[src/rtl/core/tftp_rr_pkg.sv]
// ---------------------------------------------------------------------------
// tftp_rr_pkg
// Shared types and constants for the tftp read receiver.
// ---------------------------------------------------------------------------
`default_nettype none

package tftp_rr_pkg;

   localparam int BlockSizeDefault = 512;
   localparam logic [15:0] HdrBytes = 16'd4;

   localparam logic [15:0] OpData  = 16'd3;
   localparam logic [15:0] OpError = 16'd5;
   localparam logic [15:0] OpOack  = 16'd6;

   localparam logic ModeStart  = 1'b0;
   localparam logic ModePacket = 1'b1;

   localparam logic CsrBufferLimit = 1'b0;
   localparam logic CsrSizeOnly    = 1'b1;

   typedef struct packed {
      logic        mode;
      logic [15:0] opcode;
      logic [15:0] block_number;
      logic [15:0] packet_length;
      logic [15:0] peer_port;
      logic [15:0] local_port;
   } item_type;

   typedef struct packed {
      logic        send_ack;
      logic [15:0] ack_block;
      logic [15:0] ack_src_port;
      logic [15:0] ack_dst_port;
      logic        store_enable;
      logic [31:0] store_offset;
      logic [15:0] store_length;
      logic        in_progress;
      logic        failed;
      logic [31:0] file_size;
      logic        unhandled;
   } result_type;

   typedef struct packed {
      logic [15:0] expected_block;
      logic [31:0] received_bytes;
      logic        running;
      logic        error_flag;
      logic [15:0] tolerated_block;
   } state_type;

   typedef struct packed {
      logic [31:0] buffer_limit;
      logic        size_only;
   } cfg_type;

endpackage

`default_nettype wire

[src/rtl/core/tftp_rr_step.sv]
// ---------------------------------------------------------------------------
// tftp_rr_step
// Per-request transfer logic: next state and result for one request.
// ---------------------------------------------------------------------------
`default_nettype none

module tftp_rr_step #(
   parameter int BLOCK_SIZE = tftp_rr_pkg::BlockSizeDefault
) (
   input  tftp_rr_pkg::item_type   item,
   input  tftp_rr_pkg::state_type  cur,
   input  tftp_rr_pkg::cfg_type    cfg,
   output tftp_rr_pkg::state_type  nxt,
   output tftp_rr_pkg::result_type res
);
   import tftp_rr_pkg::*;

   localparam logic [15:0] BlockSizeW = 16'(BLOCK_SIZE);

   logic [15:0] dsz;
   logic [32:0] total;
   logic        over;
   logic [31:0] sat_total;

   assign dsz       = (item.packet_length >= HdrBytes) ? (item.packet_length - HdrBytes) : '0;
   assign total     = {1'b0, cur.received_bytes} + {17'd0, dsz};
   assign over      = !cfg.size_only && (total > {1'b0, cfg.buffer_limit});
   assign sat_total = total[32] ? '1 : total[31:0];

   always_comb begin
      nxt = cur;
      res = '0;
      if (item.mode == ModeStart) begin
         nxt.expected_block = 16'd1;
         nxt.received_bytes = '0;
         nxt.running        = 1'b1;
         nxt.error_flag     = 1'b0;
      end else begin
         case (item.opcode)
            OpData: begin
               if (over) begin
                  nxt.running    = 1'b0;
                  nxt.error_flag = 1'b1;
                  res.send_ack   = 1'b1;
                  res.ack_block  = item.block_number;
               end else if (item.block_number != cur.expected_block) begin
                  if (cur.tolerated_block != item.block_number) begin
                     nxt.running    = 1'b0;
                     nxt.error_flag = 1'b1;
                  end
               end else begin
                  if (!cfg.size_only) begin
                     res.store_enable = 1'b1;
                     res.store_offset = cur.received_bytes;
                     res.store_length = dsz;
                  end
                  nxt.received_bytes  = sat_total;
                  nxt.expected_block  = cur.expected_block + 16'd1;
                  nxt.tolerated_block = cur.expected_block + 16'd1;
                  res.send_ack        = 1'b1;
                  res.ack_block       = item.block_number;
                  if (dsz < BlockSizeW) begin
                     nxt.running = 1'b0;
                  end
               end
            end
            OpError: begin
               nxt.error_flag = 1'b1;
               nxt.running    = 1'b0;
            end
            OpOack: begin
               res.send_ack = 1'b1;
            end
            default: begin
               res.unhandled = 1'b1;
            end
         endcase
      end
      if (res.send_ack) begin
         res.ack_src_port = item.local_port;
         res.ack_dst_port = item.peer_port;
      end
      res.in_progress = nxt.running;
      res.failed      = nxt.error_flag;
      res.file_size   = nxt.received_bytes;
   end

endmodule

`default_nettype wire

[src/rtl/core/tftp_read_receiver.sv]
// ---------------------------------------------------------------------------
// tftp_read_receiver
// Receive side of a tftp read transfer: start and packet-header requests in,
// one acknowledge / store / status response out per request.
//
// The req_ channel takes a start command (mode 0) or a received packet
// header (mode 1). Each request gives exactly one response on the rsp_
// channel, in order. A request is registered in the input register on
// acceptance, runs through the transfer logic and lands in the response
// register, which raises rsp_valid; the response is taken on a clock
// edge at which rsp_valid is high and rsp_stall is low.
// Throughput is one request per cycle; the only limit is the single
// response register, which is loaded as soon as it is empty or being taken.
// When the receiver holds rsp_stall the response is held, one further
// request is kept in the input register and req_stall is raised.
// The csr_ port writes buffer_limit (index 0) and size_only (index 1);
// a write takes effect at once, so write only while no request is in flight.
// Synchronous reset clears both channels, the transfer state and both
// configuration registers.
// ---------------------------------------------------------------------------
`default_nettype none

module tftp_read_receiver #(
   parameter int BLOCK_SIZE = tftp_rr_pkg::BlockSizeDefault
) (
   input  wire logic        clock,
   input  wire logic        reset,

   input  wire logic        req_valid,
   output      logic        req_stall,
   input  wire logic        req_mode,
   input  wire logic [15:0] req_opcode,
   input  wire logic [15:0] req_block_number,
   input  wire logic [15:0] req_packet_length,
   input  wire logic [15:0] req_peer_port,
   input  wire logic [15:0] req_local_port,

   output      logic        rsp_valid,
   input  wire logic        rsp_stall,
   output      logic        rsp_send_ack,
   output      logic [15:0] rsp_ack_block,
   output      logic [15:0] rsp_ack_src_port,
   output      logic [15:0] rsp_ack_dst_port,
   output      logic        rsp_store_enable,
   output      logic [31:0] rsp_store_offset,
   output      logic [15:0] rsp_store_length,
   output      logic        rsp_in_progress,
   output      logic        rsp_failed,
   output      logic [31:0] rsp_file_size,
   output      logic        rsp_unhandled,

   input  wire logic        csr_write_enable,
   input  wire logic        csr_index,
   input  wire logic [31:0] csr_write_data
);
   import tftp_rr_pkg::*;

   logic       in_valid_ff;
   item_type   in_ff;
   logic       out_valid_ff;
   result_type out_ff;
   state_type  state_ff;
   state_type  state_in;
   result_type out_in;
   cfg_type    cfg_ff;
   logic       out_load;
   logic       req_take;

   assign out_load  = in_valid_ff && (!out_valid_ff || !rsp_stall);
   assign req_stall = in_valid_ff && !out_load;
   assign req_take  = req_valid && !req_stall;

   tftp_rr_step #(
      .BLOCK_SIZE(BLOCK_SIZE)
   ) u_step (
      .item(in_ff),
      .cur (state_ff),
      .cfg (cfg_ff),
      .nxt (state_in),
      .res (out_in)
   );

   // control
   always_ff @(posedge clock) begin
      if (reset) begin
         in_valid_ff  <= 1'b0;
         out_valid_ff <= 1'b0;
         state_ff     <= '0;
         cfg_ff       <= '0;
      end else begin
         if (req_take) begin
            in_valid_ff <= 1'b1;
         end else if (out_load) begin
            in_valid_ff <= 1'b0;
         end
         if (out_load) begin
            out_valid_ff <= 1'b1;
            state_ff     <= state_in;
         end else if (!rsp_stall) begin
            out_valid_ff <= 1'b0;
         end
         if (csr_write_enable) begin
            case (csr_index)
               CsrBufferLimit: cfg_ff.buffer_limit <= csr_write_data;
               CsrSizeOnly:    cfg_ff.size_only    <= csr_write_data[0];
               default:        cfg_ff              <= cfg_ff;
            endcase
         end
      end
   end

   // payload
   always_ff @(posedge clock) begin
      if (req_take) begin
         in_ff.mode          <= req_mode;
         in_ff.opcode        <= req_opcode;
         in_ff.block_number  <= req_block_number;
         in_ff.packet_length <= req_packet_length;
         in_ff.peer_port     <= req_peer_port;
         in_ff.local_port    <= req_local_port;
      end
      if (out_load) begin
         out_ff <= out_in;
      end
   end

   assign rsp_valid        = out_valid_ff;
   assign rsp_send_ack     = out_ff.send_ack;
   assign rsp_ack_block    = out_ff.ack_block;
   assign rsp_ack_src_port = out_ff.ack_src_port;
   assign rsp_ack_dst_port = out_ff.ack_dst_port;
   assign rsp_store_enable = out_ff.store_enable;
   assign rsp_store_offset = out_ff.store_offset;
   assign rsp_store_length = out_ff.store_length;
   assign rsp_in_progress  = out_ff.in_progress;
   assign rsp_failed       = out_ff.failed;
   assign rsp_file_size    = out_ff.file_size;
   assign rsp_unhandled    = out_ff.unhandled;

   a_stall_from_backpressure : assert property (@(posedge clock) disable iff (reset)
      req_stall |-> (rsp_valid && rsp_stall))
      else $error("req_stall raised without response backpressure");

   a_start_status : assert property (@(posedge clock) disable iff (reset)
      (out_load && (in_ff.mode == ModeStart)) |=>
      (rsp_valid && rsp_in_progress && !rsp_failed && (rsp_file_size == '0)))
      else $error("start request gave wrong status");

   a_store_acks : assert property (@(posedge clock) disable iff (reset)
      (rsp_valid && rsp_store_enable) |-> rsp_send_ack)
      else $error("store without acknowledgement");

   a_no_ack_ports : assert property (@(posedge clock) disable iff (reset)
      (rsp_valid && !rsp_send_ack) |->
      ((rsp_ack_src_port == '0) && (rsp_ack_dst_port == '0) && (rsp_ack_block == '0)))
      else $error("acknowledge fields set without acknowledgement");

endmodule

`default_nettype wire

[config.mk]
export PLATFORM = sky130hd
export DESIGN_NAME = tftp_read_receiver
export DESIGN_NICKNAME = d
export VERILOG_FILES = /design/src/rtl/core/tftp_rr_pkg.sv /design/src/rtl/core/tftp_rr_step.sv /design/src/rtl/core/tftp_read_receiver.sv
export SDC_FILE = /design/constraint.sdc
export NUM_CORES = 1
export LEC_CHECK = 0
export BUFFER_PORTS_ARGS = -buffer_cell sky130_fd_sc_hd__buf_4
export CAP_MARGIN = 20
export CORE_MARGIN = 3
export CORE_UTILIZATION = 45
export DETAILED_ROUTE_END_ITERATION = 6
export PLACE_DENSITY = 0.63
export SETUP_SLACK_MARGIN = 0.15
export SLEW_MARGIN = 20
export SYNTH_ARGS = -nofsm -noshare
export SYNTH_HDL_FRONTEND = slang
export SYNTH_HIERARCHICAL = 1
export SYNTH_SLANG_ARGS = --single-unit
[constraint.sdc]
create_clock -name clock -period 10.6 [get_ports clock]
set_clock_uncertainty 0.1 [all_clocks]
set_input_delay 1.59 -clock clock [delete_from_list [all_inputs] [get_ports clock]]
set_output_delay 1.59 -clock clock [all_outputs]
set_load 0.05 [all_outputs]
; ---- Yosys cells after proc, flatten, opt, wreduce, memory -nomap -nowiden
; Index checks and enable logic that the tools add are counted.
[word_totals]
register_bits = 315
inputBits = 119
out_inout_bits = 135
word_cells = 88
[classes]
addsub = 3
order_cmp = 3
n_eq_ne = 9
mux = 23
bitwise = 5
n_reduce_logical = 19
[ops]
columns = operator, count
row1 = $mux 48, 3
row2 = $mux 17, 3
row3 = $mux 50, 1
row4 = $mux 49, 1
row5 = $add 32x16->33, 1
row6 = $gt 33x32->1, 1
row7 = $eq 16x3->1 const B, 2
row8 = $mux 16, 2
row9 = $mux 32, 1
row10 = $ne 16x16->1, 2
row11 = $add 16x1->16 const B, 1
row12 = $eq 16x2->1 const B, 1
row13 = $ge 16x3->1 const B, 1
row14 = $lt 16x10->1 const B, 1
row15 = $sub 16x3->16 const B, 1
row16 = $mux 1, 8
row17 = $reduce_and 2->1, 3
row18 = $logic_not 1->1, 5
row19 = $not 1->1, 5
row20 = $reduce_and 5->1, 1
row21 = $reduce_or 5->1, 1
row22 = $logic_and 1x1->1, 4
row23 = $mux 2, 2
row24 = $ne 2x1->1 const B, 2
row25 = 8 further kinds, 9

; ---- Logic depth before layout (Yosys ltp)
; Gate-level depths: netlist (run 1).
[logic_depth]
ltp_word = 8
depth_mapped = 28
ltp_nobuf = 25

; ---- By module
; Netlist (run 1), hierarchy kept.
[modules_own_cells]
columns = mod, n_inst, cells_per_inst, area_per_inst_um2, seq_area_each_um2
row1 = tftp_read_receiver, 1, 655, 10085.9, 8448.1
row2 = tftp_rr_step, 1, 858, 5703.0, 0.0

; ---- Least setup slack after synthesis (run 1)
; OpenSTA, ideal clock, no wires.
[synth_timing]
kind = flip-flop to flip-flop
startpoint = register in_ff[34] in the netlist's numbering
endpoint = register out_ff, in the netlist rsp_send_ack (data pin)
setup_ns = 0.261
arrival_time_ns = 6.378
required_time_ns = 10.239
path_slack_ns = 3.861
path_stages_with_launch = 27
path_buffers = 5
synth_period_minus_slack_ns = 6.739
cell_sequence = edfxtp_1 inv_1 ha_1 nor3b_1 nor4bb_1 nor2b_4 buf_6 clkbuf_1 nor2_1 ha_1 o211ai_1 o21ai_1 o311a_1 o21ai_0 a2111oi_0 xnor2_1 ha_1 and4_1 or4bb_1 o22ai_1 a311oi_1 o21a_1 clkbuf_1 o311ai_1 buf_2 buf_2 nand2_1
[synth_rtl]
columns = item, line
row1 = from (decl), tftp_read_receiver.sv:59  ; item_type in_ff;
row2 = to (signal assigned), tftp_read_receiver.sv:123  ; out_ff <= out_in;
row3 = to (decl), tftp_read_receiver.sv:61  ; result_type out_ff;

; ---- Worst setup path after layout (run 1)
[layout_timing]
startpoint = register in_ff[34] in the netlist's numbering
endpoint = register out_ff, in the netlist rsp_ack_dst_port[6] (data pin)
[layout_via]
elab_chain_cells = 8
word_cells_on_any_way = 9
cone_classes = 2 x add/sub / 2 x order compare / 4 x mux / 1 x reduce/logical
[layout_lines]
columns = item, line
row1 = $sub 16x3->16 or $ge 16x3->1 (tied branches), tftp_rr_step.sv:25  ; assign dsz = (item.packet_length >= HdrBytes) ? (item.packet_length - HdrBytes) : '0;
row2 = $mux 16 (*), tftp_rr_step.sv:25
row3 = $add 32x16->33 (*), tftp_rr_step.sv:26  ; assign total = {1'b0, cur.received_bytes} + {17'd0, dsz};
row4 = $gt 33x32->1 (*), tftp_rr_step.sv:27  ; assign over = !cfg.size_only && (total > {1'b0, cfg.buffer_limit});
row5 = $logic_and 1x1->1 (*), tftp_rr_step.sv:27
row6 = $mux 17 (*), tftp_rr_step.sv:41  ; if (over) begin
row7 = $pmux 1 s2 (*), tftp_rr_step.sv:39  ; case (item.opcode)
row8 = $mux 17 (*), tftp_rr_step.sv:33  ; if (item.mode == ModeStart) begin
; Mark *: on every way between the ends. The rest lies on a longest branch, timed or not.
; A chain may end at the register's enable or synchronous reset.

==> results of run 1 <==
[final cells by class]
cell class	count	area share, %
antenna	1	0.0132
clock buffer	55	5.41
clock inverter	10	0.576
inverter	84	1.71
multi-input combinational	994	33.7
sequential	315	44.7
tap	448	2.97
timing repair buffer	273	10.9
[logic make-up (layout without fill, tap and decap cells)]
family          Yosys count  count (layout)
compound gates          312             312
xor+xnor                 81              81
fa+ha+maj                52              52
buf+inv                 204             422
flops                   315             315
mux                      33              33
other cells               0               1
simple gates            516             516
[where the power goes]
part	total, mW	switching (mW)	internal [mW]
sequential	1.39	0.0241	1.36
clock	1.19	0.494	0.697
combinational	0.320	0.220	0.100
[per-layer routing]
layer	track usage [%]	share of wire, %
met5	0	0
met4	7.39	2.6
met3	4.31	6.5
met2	37.6	48
met1	31.5	43
[Yosys cell counts, drive strengths merged (7+ instances only)]
| master | instances | area share [%] |
|---|---|---|
| nand4 | 26 | 1.0 |
| nor3b | 26 | 1.2 |
| a21oi | 152 | 5.6 |
| o221a | 8 | 0.57 |
| nor3 | 37 | 1.2 |
| a21boi | 35 | 1.7 |
| xor2 | 18 | 1.0 |
| buf | 69 | 3.2 |
| nor2b | 8 | 0.36 |
| nor2 | 51 | 1.2 |
| and2 | 7 | 0.28 |
| dfxtp | 101 | 13 |
| inv | 83 | 2.0 |
| a31oi | 13 | 0.52 |
| xnor2 | 63 | 3.5 |
| a211oi | 12 | 0.57 |
| clkbuf | 51 | 1.2 |
| o21ai | 28 | 0.89 |
| mux2i | 16 | 1.0 |
| or4 | 10 | 0.52 |
| nor4 | 31 | 1.3 |
| nand2b | 29 | 1.1 |
| nand2 | 246 | 6.0 |
| nand3 | 20 | 0.63 |
| edfxtp | 214 | 41 |
| and3 | 8 | 0.32 |
| mux2 | 17 | 1.2 |
| ha | 51 | 4.0 |
| o31ai | 10 | 0.48 |
[worst paths after layout]
path / from / to / slack, ns
worst min register to register: cfg_ff[7]$_SDFFE_PP0P_ / cfg_ff[7]$_SDFFE_PP0P_ / 0.35
worst max register to register: in_ff[34]$_DFFE_PP_ / rsp_ack_dst_port[6]$_DFFE_PP_ / 2.29
worst min-delay path: cfg_ff[7]$_SDFFE_PP0P_ / cfg_ff[7]$_SDFFE_PP0P_ / 0.35
worst max-delay path: in_ff[34]$_DFFE_PP_ / rsp_ack_dst_port[6]$_DFFE_PP_ / 2.29
[state kept, by name, indices dropped and copies added, names as in the netlist]
signal            count
rsp_ack_dst_port     16
rsp_store_length     16
rsp_failed            1
in_valid_ff           1
rsp_send_ack          1
cfg_ff               33
rsp_valid             1
rsp_store_offset     32
rsp_ack_src_port     16
rsp_store_enable      1
rsp_ack_block        16
state_ff             66
rsp_in_progress       1
rsp_unhandled         1
rsp_file_size        32
in_ff                81
[tightest hold or removal path: stages, from the launching register on]
cell,delay [ns]
sky130_fd_sc_hd__dfxtp_1,0.30
sky130_fd_sc_hd__nand2_1,0.05
sky130_fd_sc_hd__a21oi_1,0.05
[stage by stage]
step           instances  worst slack [ns]  cell area (um^2)  power, mW
2_1_floorplan       1513              3.86             15800       1.62
3_3_place_gp        2114              2.75             17700       1.73
3_5_place_dp        2114              2.52             17700       1.74
4_1_cts             2179              2.48             18900       2.93
5_1_grt             2180              1.53             18900       3.01
6_report            2180              2.29             18900       2.90
==> results by stage, run 1 <==
Clock tree:
- The CTS buffer count is 36.
- Hold repair after CTS inserted 0 buffers.
- The CTS clock-pin slew for the worst setup and hold paths is 0.06 ns.
- Once the clock tree was built, the setup fixing pass inserted 0 buffers.
- Clock tree synthesis found a total of 315 sinks.
- The cell chosen for the clock root is sky130_fd_sc_hd__clkbuf_16.
- The post-CTS resize count is 0.
- The source-to-sink clock delay at the later pin of the worst-skew pair is 0.54 ns.
- The maximum level of the CTS H-tree is 2.
- The TritonCTS clock tree is yes.
- The maximum number of buffers from clock root to sink is 3.

Pwr:
- The worst ir drop on vdd is 0.132 mV.
- Dividing total power by cell area gives a power density of 154 mW/mm^2.
- The analysis attributes to cell leakage a power of 6.80 nW.

Logic synthesis:
- Synthesis produced a netlist with a net count of 1684.
- The fraction of the mapped netlist area in simple logic gates is 16.0%.
- The count of mapped cells out of synthesis is 1513.
- The mux contribution to synthesized area is 2.23%.
- The most used flip-flop cell after synthesis is sky130_fd_sc_hd__edfxtp_1.
- The number of distinct library cell variants in the gate-level netlist after synthesis is 73.
- During synthesis, Yosys emitted a total of 6 warnings.
- The number of enable-type register cells in the synthesized netlist is 214.
- After synthesis the cells add up to 0.0158 mm^2.
- Counting flops and latches in the post-synthesis netlist gives 315.
- Summing the areas of all xor and xnor instances in the mapped netlist gives 4.49% of the synthesized area.
- By area, the combinational part of the netlist is dominated by simple AND/OR/NAND/NOR gates.
- The synthesized area per cell is 10.4 um^2.
- The synthesized-area fraction occupied by ao, oa, aoi and oai cells is 13.2%.
- Sequential elements use 53.5% of the synthesized area.
- After synthesis, the share of flip-flops with an asynchronous set or reset is 0%.
- The post-synthesis share of cell area spent on full adders, half adders and majority gates is 4.17%.

STA:
- The final number of max-transition violations is 0.
- Setup violations remaining at the end of the flow were counted as 0.
- The highest clock frequency the design can meet is 120 MHz.
- The setup TNS after final layout is 0 ns.
- Setup repair after global routing left no endpoint under its margin.
- The time the worst path needs with I/O delays and setup is 8.31 ns.
- In the finished design, the share of the clock period the worst path needs comes to 78.4%.
- Measured against its own limit, the worst slew margin works out to 27.3%.
- At the pin with the least slew margin, the transition time is 1.08 ns.
- Hold timing on the final database bottoms out at a slack of 0.354 ns.
- The final hold violation count was 0.

Global routing:
- The wire length of the first global-routing pass is 69.2 mm.
- The number of antenna violations at the first check in global routing is 1.
- The number of global-route vias before repair came to 11900.
- Entering global routing, the biggest net connects 119 pins.
- Global routing finished with a remaining overflow of 0.
- In the global route stage, overall resource usage came out at 23.1%.

Run status:
- The flow ran to the end, and the final reports show no timing, DRC or antenna violations.

Cells and area:
- The fraction of the core area covered by cells at the end of the flow is 55.5%.
- The net total in the final layout is 1875.
- In the layout the commonest cells are sky130_fd_sc_hd__buf_4 (273), sky130_fd_sc_hd__nand2_1 (236), sky130_fd_sc_hd__edfxtp_1 (214), sky130_fd_sc_hd__a21oi_1 (121), sky130_fd_sc_hd__dfxtp_1 (100).
- The fill cell instance count of the final layout is 3006.
- From synthesis to final layout, the design area changed by 19.6%.
- The most common cell after layout, fill and taps aside is sky130_fd_sc_hd__buf_4.
- In the final layout, flip-flops and latches occupy 0.00845 mm^2.
- The share of final-layout standard cells stronger than drive strength 1 is 23.4%.
- The area of the multi-input gates is 0.00637 mm^2.

Floorplan:
- The top-level I/O count is 254.
- The floorplan step defined a die boundary enclosing 0.0374 mm^2.
- The overall die width is 193 um.
- For this configuration, the core starts out at a cell density of 46.4%.
- The total number of placement rows is 67.
- From bottom edge to top edge, the die measures 193 um.
- The placeable core region is 0.0340 mm^2.

Setup path:
- The path length in cells of the critical path is 23.
- The number of cells traversed by the worst register-to-register path is 23.
- Broken down by cell family, the worst path's largest delay share belongs to compound AO/OA/AOI/OAI gates.
- The maximum fanout encountered on the critical timing path is 43.
- The type of the worst setup path is reg -> reg.
- STA puts the critical path data required time at 10.74 ns.
- For the worst setup path, the data arrival time is 8.45 ns.
- The most repeated library cell on the critical path is sky130_fd_sc_hd__ha_1.
- Walking the worst path, the cells encountered are inv_1 -> ha_1 -> nor3b_1 -> nor4bb_1 -> nor2b_4 -> nor2_1 -> ha_1 -> o211ai_1 -> o21ai_1 -> o311a_1 -> o21ai_0 -> a2111oi_0 -> xnor2_1 -> ha_1 -> and4_1 -> or4bb_1 -> o22ai_1 -> a311oi_1 -> o21a_1 -> buf_4 -> o311ai_4 -> buf_4 -> a21boi_0.
- The startpoint class of the critical path is a register.
- The standard cell with the maximum stage delay on the critical path is sky130_fd_sc_hd__a2111oi_0.
- The critical path capture point type is a register.
- The number of buffer and inverter instances along the worst setup path is 3.
- In this design, the stage delay of the slowest critical-path cell is 0.83 ns.

Drt:
- The first-pass detailed-route iteration total is 5.
- The total detailed-routing wirelength is 44.7 mm.
- Summing over every cut layer, the via total after detailed routing is 12100.
- For this run, design rule violations remaining after detail routing come to 0.
- Dividing the detail-routed via count by the number of cells gives 5.57.
- The number of design-rule violations left by the first detailed-router iteration is 871.
- After detailed routing, the average wire length per cell comes to 20.5 um.
- Once detail routing completed, the nets flagged for antenna violations numbered 0.

Worst hold path:
- The tightest min-delay check is of the reg -> reg type.
- The worst hold path passes through 2 cells.

Placement:
- After legalization and detailed placement, the total HPWL measured 30.7 mm.
- In this run the tool buffered the top-level ports with 253 buffer cells.
- At the end of routability-driven placement, the weighted congestion stood at 0.905.

Flow run:
- Across the run, the number of max-cap violations was 0.
(Power assumes the default switching activity.)
==> run 2: changes to the inputs <==
==> constraint.sdc (replaced) <==
create_clock -name clock -period 7.75 [get_ports clock]
set_clock_uncertainty 0.1 [all_clocks]
set_input_delay 1.1625 -clock clock [delete_from_list [all_inputs] [get_ports clock]]
set_output_delay 1.1625 -clock clock [all_outputs]
set_load 0.05 [all_outputs]
==> run 2 against run 1 <==
- design area grew 0.56%
- final cell count rose by 0.37%
- clock-buffer cell count down 17
- critical path depth increased by 1
- maximum frequency rose by 17%
- via count is 0.82% lower
- global-route usage shrank 0.20 points
- sequential power up 37%
- sequential share of layout area is 0.25 points lower
- critical endpoint is now rsp_store_length[3]$_DFFE_PP_
- largest power group unchanged
==> results by stage, run 2 (synthesis gave the netlist of run 1 again) <==
Placement:
- The area after detailed placement is 0.0178 mm^2.
- The count of input and output buffers is 253.
- The congestion estimate from routability-driven global placement came to 0.952.
- The half-perimeter wire length after placement is 31.5 mm.

Floorplan:
- The die covers 0.0374 mm^2.
- Pin placement for this block handled 254 I/O pins.
- The floorplan step set the die width to 193 um.
- The floorplan step set the die height to 193 um.
- For this configuration, the core starts out at a cell density of 46.4%.
- The total number of placement rows is 67.
- The placeable core region is 0.0340 mm^2.

STA:
- The setup TNS after final layout is 0 ns.
- The actual transition at the worst max-transition pin is 1.04 ns.
- The highest clock frequency the design can meet is 141 MHz.
- The final cycle utilization of the critical path is 91.7%.
- The final hold violation count is 0.
- The time the worst path needs with I/O delays and setup is 7.11 ns.
- Setup violations remaining at the end of the flow were counted as 0.
- The worst slew margin relative to its limit is 30.3%.
- The final number of max-transition violations is 0.
- Setup repair after global routing left no endpoint under its margin.

Worst hold path:
- The kind of path behind the tightest hold check is reg -> reg.
- The instance count along the most critical hold path is 2.

Cells and area:
- Summing all flip-flop and latch instances after layout gives 0.00845 mm^2.
- Ranked by flip-flop count, first place goes to in_ff.
- The most common cell after layout, fill and taps aside is sky130_fd_sc_hd__buf_4.
- After routing the design area is 0.0190 mm^2.
- The area of the multi-input gates is 0.00638 mm^2.
- The flip-flop count of the largest register, all copies and words added is 81.
- Cells fill 55.8% of the core in the end.
- The largest registers in the layout are in_ff (81), state_ff (66), cfg_ff (33).
- The fill cell instance count of the final layout is 3082.
- In the layout the commonest cells are sky130_fd_sc_hd__buf_4 (282), sky130_fd_sc_hd__nand2_1 (236), sky130_fd_sc_hd__edfxtp_1 (214), sky130_fd_sc_hd__a21oi_1 (121), sky130_fd_sc_hd__dfxtp_1 (100).
- The net total in the final layout is 1884.
- The layout overhead on the synthesized area is 20.3%.
- The share of final-layout standard cells stronger than drive strength 1 is 24.2%.

Setup path:
- The number of buffer and inverter instances along the worst setup path is 4.
- The maximum fanout encountered on the critical timing path is 43.
- The number of cells traversed by the worst register-to-register path is 24.
- The largest individual stage delay along the critical path comes from the cell sky130_fd_sc_hd__o21ai_0.
- STA classifies the critical path startpoint as a register.
- The most repeated library cell on the critical path is sky130_fd_sc_hd__ha_1.
- The type of the worst setup path is reg -> reg.
- The peak per-stage delay on the critical path is 0.50 ns.
- The path length in cells of the critical path is 24.
- The critical path capture point type is a register.
- The signal arrival time at the worst endpoint is 7.29 ns.
- The required time of the worst setup path is 7.93 ns.
- The critical path goes through inv_1 -> ha_1 -> nor3b_1 -> nor4bb_4 -> nand2b_1 -> nand2_1 -> inv_1 -> ha_1 -> a211oi_1 -> o21ai_1 -> o311a_1 -> o21ai_0 -> a2111oi_0 -> buf_4 -> xnor2_1 -> ha_1 -> and4_1 -> or4bb_1 -> o22ai_1 -> a311oi_1 -> o21ai_2 -> nand4_1 -> buf_4 -> nor4_1.
- Among cell families on the critical path, the largest total delay comes from simple AND/OR/NAND/NOR gates.

Run status:
- The run finished with clean final reports.

Global routing:
- The first global-routing pass estimated 68.6 mm of wire.
- met2 is the most crowded layer.
- For met2 alone, demand over resource in global routing was 37.2%.
- The number of antenna violations at the first check in global routing is 2.
- Global routing consumed, on the met3 layer, 3.77% of the routing resources.
- The met1 routing resource usage after global routing is 31.6%.
- The all-layer global routing usage is 22.9%.
- The number of global-route vias before repair is 11800.
- After global routing the overflow that remains totals 0.
- The maximum number of pins on one net before global-route repair is 128.

Clock tree:
- The maximum level of the CTS H-tree is 2.
- The source-to-sink clock delay at the later pin of the worst-skew pair is 0.53 ns.
- The number of clock buffers added by TritonCTS is 34.
- The cell chosen for the clock root is sky130_fd_sc_hd__clkbuf_16.
- The CTS clock-pin slew for the worst setup and hold paths is 0.06 ns.
- CTS saw 315 sinks.
- Buffers inserted to repair hold after CTS numbered 0.
- The TritonCTS clock tree is yes.
- In this run the deepest clock path goes through 3 buffers.

Pwr:
- The power per cell area is 208 mW/mm^2.
- IR analysis of the VDD net gives a maximum drop of 0.207 mV.
- The final total power is 3.95 mW.
- The static power due to leakage is 6.86 nW.

Drt:
- The remaining antenna violation count after routing is 0.
- The number of design-rule violations left by the first detailed-router iteration is 914.
- Dividing the detail-routed via count by the number of cells gives 5.50.
- The total vias in the final route is 12000.
- The first-pass detailed-route iteration total is 5.
- The number of DRC violations after detailed routing is 0.
- The mean routed wirelength per cell is 20.3 um.
- The routed design has 44.3 mm of wire.

Flow run:
- The max capacitance violation total is 0.
-- run 2: repair_timing --
action	CTS	global route
setup buffers	0	2
resized for setup	0	2
setup endpoints to repair	0	193
-- run 2: worst paths after layout --
check | startpoint | to | slack (ns)
max | in_ff[34]$_DFFE_PP_ | rsp_store_length[3]$_DFFE_PP_ | 0.64
min | cfg_ff[9]$_SDFFE_PP0P_ | cfg_ff[9]$_SDFFE_PP0P_ | 0.35
max reg2reg | in_ff[34]$_DFFE_PP_ | rsp_store_length[3]$_DFFE_PP_ | 0.64
min reg2reg | cfg_ff[9]$_SDFFE_PP0P_ | cfg_ff[9]$_SDFFE_PP0P_ | 0.35
-- run 2: worst reg2reg max path, cell delays in order, from the launching register on --
cell and delay (ns):
sky130_fd_sc_hd__edfxtp_1 0.47, sky130_fd_sc_hd__inv_1 0.09, sky130_fd_sc_hd__ha_1 0.19, sky130_fd_sc_hd__nor3b_1 0.43
sky130_fd_sc_hd__nor4bb_4 0.39, sky130_fd_sc_hd__nand2b_1 0.13, sky130_fd_sc_hd__nand2_1 0.23, sky130_fd_sc_hd__inv_1 0.08
sky130_fd_sc_hd__ha_1 0.30, sky130_fd_sc_hd__a211oi_1 0.23, sky130_fd_sc_hd__o21ai_1 0.22, sky130_fd_sc_hd__o311a_1 0.38
sky130_fd_sc_hd__o21ai_0 0.50, sky130_fd_sc_hd__a2111oi_0 0.21, sky130_fd_sc_hd__buf_4 0.18, sky130_fd_sc_hd__xnor2_1 0.14
sky130_fd_sc_hd__ha_1 0.30, sky130_fd_sc_hd__and4_1 0.22, sky130_fd_sc_hd__or4bb_1 0.51, sky130_fd_sc_hd__o22ai_1 0.21
sky130_fd_sc_hd__a311oi_1 0.11, sky130_fd_sc_hd__o21ai_2 0.29, sky130_fd_sc_hd__nand4_1 0.21, sky130_fd_sc_hd__buf_4 0.32
sky130_fd_sc_hd__nor4_1 0.43
-- run 2: power breakdown --
group          leakage (nW)  internal (mW)  total (mW)  switching [mW]
clock                 0.548          0.929        1.60           0.675
sequential             2.77           1.87        1.90          0.0332
combinational          3.54          0.142       0.443           0.301
-- run 2: cell type report --
cell class / instances / area share (%)
Timing Repair Buffer: 284 / 11.4
Multi-Input combinational cell: 994 / 33.6
Clock inverter: 24 / 1.28
Sequential cell: 315 / 44.5
Tap cell: 448 / 2.95
Antenna cell: 1 / 0.0132
Inverter: 84 / 1.70
Clock buffer: 38 / 4.61
-- run 2: metrics by stage --
| stage | hold slack [ns] | std cells | setup slack (ns) |
|---|---|---|---|
| floorplan | 0.335 | 1513 | 1.01 |
| global placement | 0.343 | 2123 | 0.466 |
| detailed placement | 0.348 | 2123 | 0.321 |
| CTS | 0.356 | 2185 | 0.273 |
| global route | 0.374 | 2188 | 0.168 |
| finish | 0.355 | 2188 | 0.640 |
-- run 2: per-layer routing --
metal / vias to the layer above / wire length (um)
met1: 5741 / 19300
met3: 86 / 2540
met2: 431 / 21100
met5: - / 0
li1: 5786 / -
met4: 0 / 1460
==> run 3: changes to the inputs <==
==> constraint.sdc (replaced) <==
create_clock -name clock -period 7.6 [get_ports clock]
set_clock_uncertainty 0.1 [all_clocks]
set_input_delay 1.14 -clock clock [delete_from_list [all_inputs] [get_ports clock]]
set_output_delay 1.14 -clock clock [all_outputs]
set_load 0.05 [all_outputs]
==> run 3 against run 2 <==
- first-iteration DRC count down 2.0%
- highest routed layer unchanged
- wire length about the same
- sequential power up 2%
- flip-flop and latch count unchanged
- clock-buffer cell count up 13
- worst setup slack worse by 0.17 ns
- combinational power up 2%
- clock power about the same
- utilization up 0.074 points
- die area unchanged
==> results by stage, run 3 (synthesis gave the netlist of run 1 again) <==
STA:
- Setup violations remaining at the end of the flow were counted as 0.
- Setup repair after global routing left no endpoint under its margin.
- The worst pin sits at a relative slew slack of 32.5%.
- The final cycle utilization of the critical path is 93.8%.
- The clock period could shrink to 7.13 ns.
- The final number of max-transition violations is 0.
- The setup TNS after final layout is 0 ns.
- At the pin with the least slew margin, the transition time is 1.01 ns.
- The final hold violation count is 0.
- Timing would allow up to 140 MHz.

Cells and area:
- The area used by sequential logic in the layout is 0.00845 mm^2.
- The most common cell after layout, fill and taps aside is sky130_fd_sc_hd__buf_4.
- The number of non-filler instances in the completed layout is 2193.
- The share of final-layout standard cells stronger than drive strength 1 is 24.1%.
- The net count of the finished layout is 1889.
- The register with the most flip-flops in the layout has 81 of them.
- Cells fill 55.9% of the core in the end.
- The post-route standard cell area excluding fillers is 0.0190 mm^2.
- In the final layout, the registers with the most flip-flops are in_ff (81), state_ff (66), cfg_ff (33).
- In the layout the commonest cells are sky130_fd_sc_hd__buf_4 (285), sky130_fd_sc_hd__nand2_1 (236), sky130_fd_sc_hd__edfxtp_1 (214), sky130_fd_sc_hd__a21oi_1 (121), sky130_fd_sc_hd__dfxtp_1 (100).
- Counting the fill cells in the layout gives 3037.
- in_ff holds more flip-flops than any other register.
- The layout overhead on the synthesized area is 20.5%.
- The multi-input combinational cells in the finished layout cover a total of 0.00639 mm^2.

Drt:
- Once detail routing completed, the nets flagged for antenna violations numbered 0.
- The first-pass detailed-route iteration total is 5.
- In the routed design, unresolved DRC markers number 0.
- After detailed routing, the met3 layer carries 2.69 mm of wire.
- Detailed routing placed a total of 21.3 mm of wire on met2.
- After detailed routing, no signal wire sits above met4.
- The mean routed wirelength per cell is 20.2 um.
- The routed via count divided by cell count is 5.54.
- The number of design-rule violations left by the first detailed-router iteration is 896.
- The wire length on met1 is 19.1 mm.
- The total detailed-routing wirelength is 44.4 mm.
- The total vias in the final route is 12100.

Setup path:
- In this run the worst path has a maximum fanout of 22.
- The critical path is of the reg -> reg type.
- For the worst setup path, the data required time is 7.97 ns.
- The most repeated library cell on the critical path is sky130_fd_sc_hd__nand2_1.
- For this run, the slowest stage of the critical path takes 0.56 ns.
- In this design, the largest share of critical-path delay is due to simple AND/OR/NAND/NOR gates.
- Traced cell by cell, the critical path runs through or4_4 -> or4_4 -> or4_1 -> nand2_1 -> ha_1 -> a21oi_1 -> o21ai_1 -> a2bb2oi_2 -> nand2_1 -> and2_1 -> xor2_1 -> ha_1 -> and4_1 -> or4bb_1 -> o22ai_1 -> a311oi_1 -> o21ai_2 -> buf_4 -> o2111ai_1 -> a221oi_1 -> buf_4 -> nand2_1 -> a21oi_2.
- The worst setup path is launched from a register.
- The worst register-to-register path has a setup slack of 0.47 ns.
- The signal arrival time at the worst endpoint is 7.50 ns.
- The slowest stage of the critical path is the sky130_fd_sc_hd__or4_4 cell.
- The number of buffers and inverters on the critical path is 2.
- The critical path capture point type is a register.

Placement:
- The final RePlAce weighted congestion is 0.904.
- The count of buffers added on input and output ports is 253.
- The area after detailed placement is 0.0179 mm^2.
- The half-perimeter wire length after placement is 31.0 mm.
- The cell total after placement is 2126.

Floorplan:
- The die is 193 um tall.
- The top-level I/O count is 254.
- The total number of placement rows is 67.
- The effective utilization at floorplan is 46.4%.
- The die is 193 um wide.
- The total area inside the core boundary comes to 0.0340 mm^2.
- The die outline area is 0.0374 mm^2.

Global routing:
- The all-layer global routing usage is 22.9%.
- The first global-routing pass estimated 68.0 mm of wire.
- After global routing the overflow that remains totals 0.
- The maximum number of pins on one net before global-route repair is 126.
- The number of antenna violations at the first check in global routing is 1.
- The number of global-route vias before repair was 11700.

Clock tree:
- Counting every sink on the clock net gives 315.
- The CTS clock-pin slew for the worst setup and hold paths is 0.06 ns.
- CTS placed an instance of sky130_fd_sc_hd__clkbuf_16 at the clock tree root.
- The maximum level of the CTS H-tree is 2.
- The number of clock buffers added by TritonCTS is 35.
- The maximum number of buffers from clock root to sink is 3.
- At the later pin of the worst-skew pair, clock insertion delay measures 0.55 ns.
- TritonCTS built the clock tree.

Pwr:
- The net switching power is 1.03 mW.
- Of the total power, the share spent switching nets is 25.6%.
- Of the total power, registers draw 48.3%.
- The internal power summed over all cells is 2.98 mW.
- The clock network fraction of design power is 40.4%.
- The worst ir drop on vdd is 0.231 mV.
- The combinational group share of total power is 11.2%.
- Dividing total power by cell area gives a power density of 211 mW/mm^2.
- The analysis attributes to cell leakage a power of 6.87 nW.

Flow run:
- The max capacitance violation total is 0.

Worst hold path:
- In this run the worst hold path is classified as reg -> reg.

Run status:
- The run finished with clean final reports.
[run 3: per-layer routing]
metal	track usage, %	vias to the layer above
met2	37.5	404
met5	0	-
met4	7.39	0
met1	31.0	5861
met3	4.05	69
li1	-	5810
[run 3: cell type report]
type                            count  share of cell area [%]
Clock inverter                     12                   0.638
Timing Repair Buffer              288                    11.6
Inverter                           84                    1.70
Clock buffer                       51                    5.13
Sequential cell                   315                    44.4
Tap cell                          448                    2.95
Antenna cell                        1                  0.0132
Multi-Input combinational cell    994                    33.6
[run 3: worst min-delay path: stages, from the launching register on]
cell	delay (ns)
sky130_fd_sc_hd__dfxtp_1	0.30
sky130_fd_sc_hd__nand2_1	0.05
sky130_fd_sc_hd__a21oi_1	0.05
[run 3: through the flow]
stage	power, mW	hold slack (ns)	worst slack [ns]
final	4.01	0.355	0.474
after global routing	4.16	0.381	0.151
after CTS	4.05	0.355	0.343
after detailed placement	2.42	0.347	0.396
after global placement	2.42	0.344	0.418
after floorplan	2.25	0.335	0.861
[run 3: path summary, 6_finish.rpt]
kind,startpoint,end,cells after the start
setup / recovery,in_ff[39]$_DFFE_PP_,state_ff[35]$_SDFFE_PP0P_,23
hold / removal,cfg_ff[32]$_SDFFE_PP0P_,cfg_ff[32]$_SDFFE_PP0P_,2
setup reg to reg,in_ff[39]$_DFFE_PP_,state_ff[35]$_SDFFE_PP0P_,23
hold reg to reg,cfg_ff[32]$_SDFFE_PP0P_,cfg_ff[32]$_SDFFE_PP0P_,2
[run 3: power by group through the flow]
stage | Sequential, mW | Clock, mW | Combinational [mW]
after global routing | 1.94 | 1.73 | 0.479
after global placement | 1.97 | 0 | 0.449
final | 1.94 | 1.62 | 0.451
after detailed placement | 1.97 | 0 | 0.451
after CTS | 1.94 | 1.66 | 0.453
after floorplan | 2.10 | 0 | 0.157
[run 3: repair_timing]
action / in CTS / in global routing
setup buffers: 0 / 3
hold buffers: 0 / 0
resized for setup: 0 / 5
endpoints found under the setup margin: 0 / 197
